`src/rtl/core/utf8sc_pkg.sv`:
```
// ----------------------------------------------------------------------------
// utf8sc_pkg
// shared types, constants and the script range classifier for the utf-8
// script classifier
// ----------------------------------------------------------------------------
package utf8sc_pkg;

  localparam int unsigned CountBitsDefault = 16;
  localparam int unsigned CountOutBits     = 16;
  localparam int unsigned MaskBits         = 6;
  localparam int unsigned PartBits         = 15;
  localparam int unsigned CodeBits         = 21;

  localparam logic [MaskBits-1:0] MaskCommon = 6'h01;
  localparam logic [MaskBits-1:0] MaskLatin  = 6'h02;
  localparam logic [MaskBits-1:0] MaskHan    = 6'h04;
  localparam logic [MaskBits-1:0] MaskKana   = 6'h08;
  localparam logic [MaskBits-1:0] MaskHangul = 6'h10;
  localparam logic [MaskBits-1:0] MaskOther  = 6'h20;

  localparam logic [7:0] AsciiLimit = 8'h80;
  localparam logic [7:0] Lead2Min   = 8'hC2;
  localparam logic [7:0] Lead2Max   = 8'hDF;
  localparam logic [7:0] Lead3Min   = 8'hE0;
  localparam logic [7:0] Lead3Max   = 8'hEF;
  localparam logic [7:0] Lead4Min   = 8'hF0;
  localparam logic [7:0] Lead4Max   = 8'hF4;
  localparam logic [1:0] ContTag    = 2'b10;

  localparam logic [1:0] SeqLen2 = 2'd1;
  localparam logic [1:0] SeqLen3 = 2'd2;
  localparam logic [1:0] SeqLen4 = 2'd3;

  localparam logic [CodeBits-1:0] Min3Byte   = 21'h000800;
  localparam logic [CodeBits-1:0] Min4Byte   = 21'h010000;
  localparam logic [CodeBits-1:0] MaxCode    = 21'h10FFFF;
  localparam logic [CodeBits-1:0] SurrLo     = 21'h00D800;
  localparam logic [CodeBits-1:0] SurrHi     = 21'h00DFFF;

  typedef struct packed {
    logic [7:0] data;
    logic       last;
  } byte_item_t;

  typedef struct packed {
    logic                    invalid;
    logic [CountOutBits-1:0] count;
    logic [MaskBits-1:0]     mask;
  } result_t;

  function automatic logic in_rng(input logic [CodeBits-1:0] c,
                                  input logic [CodeBits-1:0] lo,
                                  input logic [CodeBits-1:0] hi);
    return (c >= lo) && (c <= hi);
  endfunction

  function automatic logic [MaskBits-1:0] class_of(input logic [CodeBits-1:0] c);
    logic [MaskBits-1:0] cls;
    if (in_rng(c, 21'h41, 21'h5A) || in_rng(c, 21'h61, 21'h7A) ||
        in_rng(c, 21'hC0, 21'h24F)) begin
      cls = MaskLatin;
    end else if (in_rng(c, 21'h3040, 21'h30FF) || in_rng(c, 21'h31F0, 21'h31FF)) begin
      cls = MaskKana;
    end else if (in_rng(c, 21'h3400, 21'h4DBF) || in_rng(c, 21'h4E00, 21'h9FFF) ||
                 in_rng(c, 21'hF900, 21'hFAFF)) begin
      cls = MaskHan;
    end else if (in_rng(c, 21'hAC00, 21'hD7AF) || in_rng(c, 21'h1100, 21'h11FF)) begin
      cls = MaskHangul;
    end else if ((c < 21'h80) || in_rng(c, 21'h2000, 21'h206F) ||
                 in_rng(c, 21'h3000, 21'h303F) || in_rng(c, 21'hFF01, 21'hFF20) ||
                 in_rng(c, 21'hFF3B, 21'hFF40) || in_rng(c, 21'hFF5B, 21'hFF65)) begin
      cls = MaskCommon;
    end else begin
      cls = MaskOther;
    end
    return cls;
  endfunction

endpackage

```
`src/rtl/core/utf8sc_decoder.sv`:
```
// ----------------------------------------------------------------------------
// utf8sc_decoder
// string state and one-byte decode step: validation, code point assembly,
// script classification and saturating count
// ----------------------------------------------------------------------------
module utf8sc_decoder
  import utf8sc_pkg::*;
#(
  parameter int unsigned COUNT_BITS = CountBitsDefault
) (
  input  logic       clk_i,
  input  logic       rst_ni,
  input  logic       valid_i,
  input  byte_item_t item_i,
  output result_t    res_o
);

  logic [1:0]            pend_q, pend_d;
  logic [1:0]            len_q, len_d;
  logic [PartBits-1:0]   part_q, part_d;
  logic [MaskBits-1:0]   mask_q, mask_d;
  logic [COUNT_BITS-1:0] cnt_q, cnt_d;
  logic                  err_q, err_d;

  logic [CodeBits-1:0]   cp;
  logic [MaskBits-1:0]   cls;
  logic                  acc;
  logic                  bad;
  logic                  err_fin;
  logic [31:0]           cnt_ext;

  always_comb begin
    pend_d = pend_q;
    len_d  = len_q;
    part_d = part_q;
    mask_d = mask_q;
    cnt_d  = cnt_q;
    err_d  = err_q;
    acc    = 1'b0;
    bad    = 1'b0;
    cp     = {part_q, item_i.data[5:0]};
    if (!err_q) begin
      if (pend_q == 2'd0) begin
        cp = {13'd0, item_i.data};
        priority if (item_i.data < AsciiLimit) begin
          acc = 1'b1;
        end else if (item_i.data >= Lead2Min && item_i.data <= Lead2Max) begin
          part_d = {10'd0, item_i.data[4:0]};
          len_d  = SeqLen2;
          pend_d = SeqLen2;
        end else if (item_i.data >= Lead3Min && item_i.data <= Lead3Max) begin
          part_d = {11'd0, item_i.data[3:0]};
          len_d  = SeqLen3;
          pend_d = SeqLen3;
        end else if (item_i.data >= Lead4Min && item_i.data <= Lead4Max) begin
          part_d = {12'd0, item_i.data[2:0]};
          len_d  = SeqLen4;
          pend_d = SeqLen4;
        end else begin
          err_d = 1'b1;
        end
      end else if (item_i.data[7:6] != ContTag) begin
        err_d  = 1'b1;
        pend_d = 2'd0;
        len_d  = 2'd0;
        part_d = '0;
      end else begin
        pend_d = pend_q - 2'd1;
        part_d = cp[PartBits-1:0];
        if (pend_q == 2'd1) begin
          part_d = '0;
          len_d  = 2'd0;
          bad = ((len_q == SeqLen3) && ((cp < Min3Byte) || in_rng(cp, SurrLo, SurrHi))) ||
                ((len_q == SeqLen4) && ((cp < Min4Byte) || (cp > MaxCode)));
          if (bad) begin
            err_d = 1'b1;
          end else begin
            acc = 1'b1;
          end
        end
      end
    end
    cls = class_of(cp);
    if (acc) begin
      mask_d = mask_q | cls;
      if (cls != MaskCommon && cnt_q != '1) begin
        cnt_d = cnt_q + COUNT_BITS'(1);
      end
    end
  end

  // cut-off sequence at end of string counts as an error
  assign err_fin = err_d || (pend_d != 2'd0);
  assign cnt_ext = 32'(cnt_d);

  always_comb begin
    if (err_fin) begin
      res_o = '{invalid: 1'b1, count: '0, mask: '0};
    end else begin
      res_o = '{invalid: 1'b0, count: cnt_ext[CountOutBits-1:0], mask: mask_d};
    end
  end

  always_ff @(posedge clk_i or negedge rst_ni) begin
    if (!rst_ni) begin
      pend_q <= '0;
      len_q  <= '0;
      part_q <= '0;
      mask_q <= '0;
      cnt_q  <= '0;
      err_q  <= 1'b0;
    end else if (valid_i) begin
      if (item_i.last) begin
        pend_q <= '0;
        len_q  <= '0;
        part_q <= '0;
        mask_q <= '0;
        cnt_q  <= '0;
        err_q  <= 1'b0;
      end else begin
        pend_q <= pend_d;
        len_q  <= len_d;
        part_q <= part_d;
        mask_q <= mask_d;
        cnt_q  <= cnt_d;
        err_q  <= err_d;
      end
    end
  end

  a_clear_after_last: assert property (@(posedge clk_i) disable iff (!rst_ni)
    valid_i && item_i.last |=> pend_q == 2'd0 && err_q == 1'b0 &&
                               mask_q == '0 && cnt_q == '0)
    else $error("string state not cleared after final byte");

  a_err_idle: assert property (@(posedge clk_i) disable iff (!rst_ni)
    err_q |-> pend_q == 2'd0 && len_q == 2'd0 && part_q == '0)
    else $error("sequence state left over after error");

  a_count_matches_mask: assert property (@(posedge clk_i) disable iff (!rst_ni)
    mask_q[MaskBits-1:1] != '0 |-> cnt_q != '0)
    else $error("non-common script seen but count is zero");

endmodule

```
`src/rtl/core/utf8_script_classifier_core.sv`:
```
// ----------------------------------------------------------------------------
// utf8_script_classifier_core
// strict utf-8 decoder that reports the script mask and non-common count of
// each string on its final byte
// ----------------------------------------------------------------------------
// path: a final byte passes the input register and then the result register to reach m_axis
// throughput: one byte per cycle unless a final byte waits on an untaken result, set by the
// state update loop in the decoder between the input register and the result register
// reset: asynchronous, clears the stage valids and all string state
// ----------------------------------------------------------------------------
module utf8_script_classifier_core
  import utf8sc_pkg::*;
#(
  parameter int unsigned COUNT_BITS = CountBitsDefault
) (
  input  logic        clk_i,
  input  logic        rst_ni,
  input  logic        s_axis_tvalid_i,
  output logic        s_axis_tready_o,
  input  logic [7:0]  s_axis_tdata_i,  // [7:0] text_byte
  input  logic        s_axis_tlast_i,  // end_of_string
  output logic        m_axis_tvalid_o,
  input  logic        m_axis_tready_i,
  output logic [23:0] m_axis_tdata_o   // [5:0] script_mask, [21:6] script_count,
                                       // [22] invalid_text, [23] zero
);

  logic       in_valid_q;
  byte_item_t in_q;
  logic       advance;
  result_t    res;
  logic       out_valid_q;
  result_t    out_q;

  assign advance         = in_valid_q && (!in_q.last || !out_valid_q || m_axis_tready_i);
  assign s_axis_tready_o = !in_valid_q || advance;

  always_ff @(posedge clk_i or negedge rst_ni) begin
    if (!rst_ni) begin
      in_valid_q <= 1'b0;
    end else if (s_axis_tready_o) begin
      in_valid_q <= s_axis_tvalid_i;
    end
  end

  always_ff @(posedge clk_i) begin
    if (s_axis_tvalid_i && s_axis_tready_o) begin
      in_q <= '{data: s_axis_tdata_i, last: s_axis_tlast_i};
    end
  end

  utf8sc_decoder #(
    .COUNT_BITS(COUNT_BITS)
  ) u_decoder (
    .clk_i  (clk_i),
    .rst_ni (rst_ni),
    .valid_i(advance),
    .item_i (in_q),
    .res_o  (res)
  );

  always_ff @(posedge clk_i or negedge rst_ni) begin
    if (!rst_ni) begin
      out_valid_q <= 1'b0;
    end else if (advance && in_q.last) begin
      out_valid_q <= 1'b1;
    end else if (m_axis_tready_i) begin
      out_valid_q <= 1'b0;
    end
  end

  always_ff @(posedge clk_i) begin
    if (advance && in_q.last) begin
      out_q <= res;
    end
  end

  assign m_axis_tvalid_o = out_valid_q;
  assign m_axis_tdata_o  = {1'b0, out_q};

  a_stall_only_when_full: assert property (@(posedge clk_i) disable iff (!rst_ni)
    in_valid_q && !advance |-> out_valid_q && !m_axis_tready_i && in_q.last)
    else $error("input stage stalled without a held result");

  a_invalid_zeroes: assert property (@(posedge clk_i) disable iff (!rst_ni)
    out_valid_q && out_q.invalid |-> out_q.mask == '0 && out_q.count == '0)
    else $error("invalid result carries mask or count");

endmodule
```
`config.mk`:
```
export PLATFORM = sky130hd
export DESIGN_NAME = utf8_script_classifier_core
export DESIGN_NICKNAME = d
export VERILOG_FILES = /design/src/rtl/core/utf8sc_pkg.sv /design/src/rtl/core/utf8sc_decoder.sv /design/src/rtl/core/utf8_script_classifier_core.sv
export SDC_FILE = /design/constraint.sdc
export NUM_CORES = 1
export LEC_CHECK = 0
export BUFFER_PORTS_ARGS = -buffer_cell sky130_fd_sc_hd__buf_2
export CAP_MARGIN = 40
export CORE_ASPECT_RATIO = 1.5
export CORE_MARGIN = 1
export CORE_UTILIZATION = 41
export DETAILED_ROUTE_END_ITERATION = 8
export PLACE_DENSITY_LB_ADDON = 0.05
export SLEW_MARGIN = 40
export SYNTH_ARGS = -nofsm -noshare
export SYNTH_HDL_FRONTEND = slang
export SYNTH_HIERARCHICAL = 1
export SYNTH_SLANG_ARGS = --single-unit
```
`constraint.sdc`:
```
create_clock -name clk_i -period 2.9 [get_ports clk_i]
set_clock_uncertainty 0.05 [all_clocks]
set_input_delay 0.58 -clock clk_i [delete_from_list [all_inputs] [get_ports clk_i]]
set_output_delay 0.58 -clock clk_i [all_outputs]
set_load 0.01 [all_outputs]
```
==> metrics.cfg <==
[run_status]
outcome=complete, but fails checks
violations=setup timing

[routing]
wl_per_cell_um=20.1
dr_wl_met2_um=8910
drt-met1-wl_um=6250
drc=0
postRouteAntennaNets=0
drtPass1Iterations=5
wl_um=16700
route.met3.wl_um=619
initialDrtViolationCount=214
vias_per_cell=6.03
routed.top_layer=met4
via_count=4990

[power]
total_leakage_power_uw=0.00264
power_density_nw_per_um2=702
ir_worst_vdd_v=0.000306

[critical_path]
arrival_ns=3.19
path_class=reg -> reg
critPathCaptureType=flip-flop
cp.required_ns=3.12
cp_max_fo=24
start_kind=flip-flop

[placement]
place_congestion=0.934
dp_slack_ns=-0.177
place_hpwl_um=11800
port_buffers=37

[cts]
clk_path_buf_depth=2
cts.clk_slew.worst_paths_ns=0.06
root_buffer=clkbuf_16
cts_sinks=76
cts_made_buffers=9
clock_latency_ns=0.34
cts_hold_buf=0
h-tree-depth=3
cts_tree=yes

[cells_and_area]
drive_above_1_share=0.335
area_growth_pct=34.5
antennaDiodeCount=0
nNetsFinal=690
final_util=0.571

[yosys]
synthArstFlopShare=0.579
synth-edff-count=32
ys_dominant_reg_cell=dfrtp_1
synth_cell_type_count=70
synth_area_um2=4950
syn-num-nets=580
ys_seq_area_frac=0.417
ys_seq_elements=76
syn_area_per_cell_um2=8.79
yosysWarnings=6
syn_inst=563

[grt]
overflow=0
globalRouteTotalUtil=0.263
antenna_found_initial=0
grt_max_degree=48
grt_pass1_vias=4905
grt_pass1_wl_um=25300

[floorplan]
start_util=0.425
core-area_um2=11700
die_x_um=91.7
pin_count=39
die_h_um=137
dieArea_um2=12500
row_count=48

[timing]
max_slew_margin=0.477
drv_slew=0
setup_ws_ns=-0.0668
tightest_slew_ns=0.783
hold_viol=0
period_share=1.02
setup_viol=8
fin_crit_ns=2.97
rsz0062_at_grt=yes
fmax_mhz=337

[run]
maxCapViolCount=0

[min_path]
min_path_type=in -> async

per-layer routing:
layer	up-vias	track usage
met1	2392	0.274
met2	154	0.496
met5	-	0
li1	2382	-
met3	62	0.0422
met4	0	0.151
flip-flops by register name, indices dropped and copies added, names as in the netlist:
| signal | cells |
|---|---|
| u_decoder/part_q | 15 |
| u_decoder/len_q | 2 |
| in_q | 9 |
| u_decoder/pend_q | 2 |
| u_decoder/err_q | 1 |
| u_decoder/mask_q | 6 |
| m_axis_tdata_o | 23 |
| u_decoder/cnt_q | 16 |
| m_axis_tvalid_o | 1 |
| in_valid_q | 1 |
cell families after synthesis:
family          Yosys count  synth area share
compound gates          152             0.209
xor+xnor                  1           0.00177
fa+ha+maj                 4            0.0101
buf+inv                  59            0.0508
flops                    76             0.417
mux                       2           0.00430
other cells               1          0.000758
simple gates            268             0.307
worst max-delay path: stages (launching register included):
cell and delay, ns:
dfrtp_1 0.41, or4_4 0.52, buf_6 0.15, nor4_4 0.32, o21ai_2 0.13, o41ai_4 0.31
a31oi_4 0.09, buf_12 0.19, buf_6 0.12, or4_1 0.50, nand3_1 0.11
through the flow:
| stage | cell area, um^2 | power, uW | setup TNS, ns | instances | hold WS [ns] |
|---|---|---|---|---|---|
| 5_1_grt | 6660 | 4890 | -1.91 | 828 | 0.0214 |
| 3_5_place_dp | 5880 | 2970 | -2.41 | 799 | 0.379 |
| 4_1_cts | 6280 | 4250 | -0.379 | 815 | 0.0140 |
| 3_3_place_gp | 5880 | 2950 | -2.72 | 799 | 0.382 |
| 2_1_floorplan | 4980 | 2320 | -0.198 | 563 | 0.234 |
| 6_report | 6660 | 4670 | -0.324 | 828 | 0.0198 |
path summary, 6_finish.rpt:
kind                                      startpoint             endpoint  slack [ns]  cells after the start
min in group clk_i                 s_axis_tdata_i[6]              in_q[7]        0.36                      1
worst max-delay path            u_decoder/part_q[12]   u_decoder/cnt_q[4]       -0.07                     10
worst min-delay path                          rst_ni  u_decoder/mask_q[1]        0.02                      1
max in group asynchronous                     rst_ni  u_decoder/part_q[0]        2.24                      2
worst max register to register  u_decoder/part_q[12]   u_decoder/cnt_q[4]       -0.07                     10
worst min register to register   u_decoder/mask_q[1]  u_decoder/mask_q[1]        0.48                      2
cell type report:
class	instances	area [um^2]
repair buffers	145	1090
well taps	150	188
inverters	12	48.8
flip-flops and latches	76	2060
multi-input cells	429	2950
clock inverters	6	88.8
clock buffers	10	229
fillers	1070	5000
power by group:
group	internal (uW)	total [uW]	switching, uW
Combinational	967	2030	1060
Sequential	1270	1420	154
Clock	756	1230	471
Total	2990	4670	1680
what timing repair did:
item / CTS / global route
cloned: 0 / 5
endpoints found under the setup margin: 36 / 39
gates resized for setup: 17 / 44
pin swaps: 2 / 19
setup buffers: 0 / 8
synthesized netlist by cell type (all sizes together) (3+ instances only):
master	instances	area, um^2
a41oi	3	26.3
inv	12	45.0
o32ai	3	26.3
buf	14	82.6
or4	15	113
o22ai	3	18.8
nor4	20	140
nand2b	22	138
or3	23	144
a21oi	32	160
o21ai	44	228
nor3	20	100
and4	3	26.3
clkbuf	33	124
and2	4	25.0
o2111ai	3	26.3
nor3b	4	30.0
nor2	27	101
nor2b	13	81.3
a311o	4	40.0
dfrtp	44	1100
a31oi	6	52.6
a22o	4	35.0
edfxtp	32	961
nand3	34	170
a31o	3	26.3
ha	4	50.1
and3	10	62.6
or2	3	18.8
nand4	14	93.8
a21o	5	37.5
o211ai	17	128
o41ai	5	62.6
nand2	45	169
layout by cell type, fill, tap and decap left out, types with 3 or more instances in the layout:
| master | count |
|---|---|
| o21ai_1 | 4 |
| and3_1 | 9 |
| nor3_1 | 18 |
| a22o_1 | 4 |
| nor4_2 | 6 |
| buf_2 | 37 |
| a21oi_1 | 28 |
| o22ai_1 | 3 |
| buf_4 | 97 |
| or4_4 | 6 |
| nor2_1 | 26 |
| nor2b_1 | 11 |
| edfxtp_1 | 32 |
| nand2_1 | 45 |
| or3_1 | 21 |
| o21ai_0 | 38 |
| dfrtp_1 | 44 |
| nand3_2 | 3 |
| or4_1 | 9 |
| or2_2 | 3 |
| a21o_1 | 4 |
| and4_1 | 3 |
| nand3_1 | 31 |
| inv_1 | 9 |
| clkbuf_16 | 11 |
| buf_6 | 6 |
| nor3b_1 | 3 |
| clkinvlp_4 | 3 |
| and2_1 | 3 |
| nand2b_1 | 21 |
| a311o_1 | 4 |
| o211ai_1 | 17 |
| nand4_1 | 13 |
| a31oi_1 | 5 |
| nor4_1 | 12 |
| a21oi_2 | 3 |
Note: power is estimated with default switching activity, not from simulation.
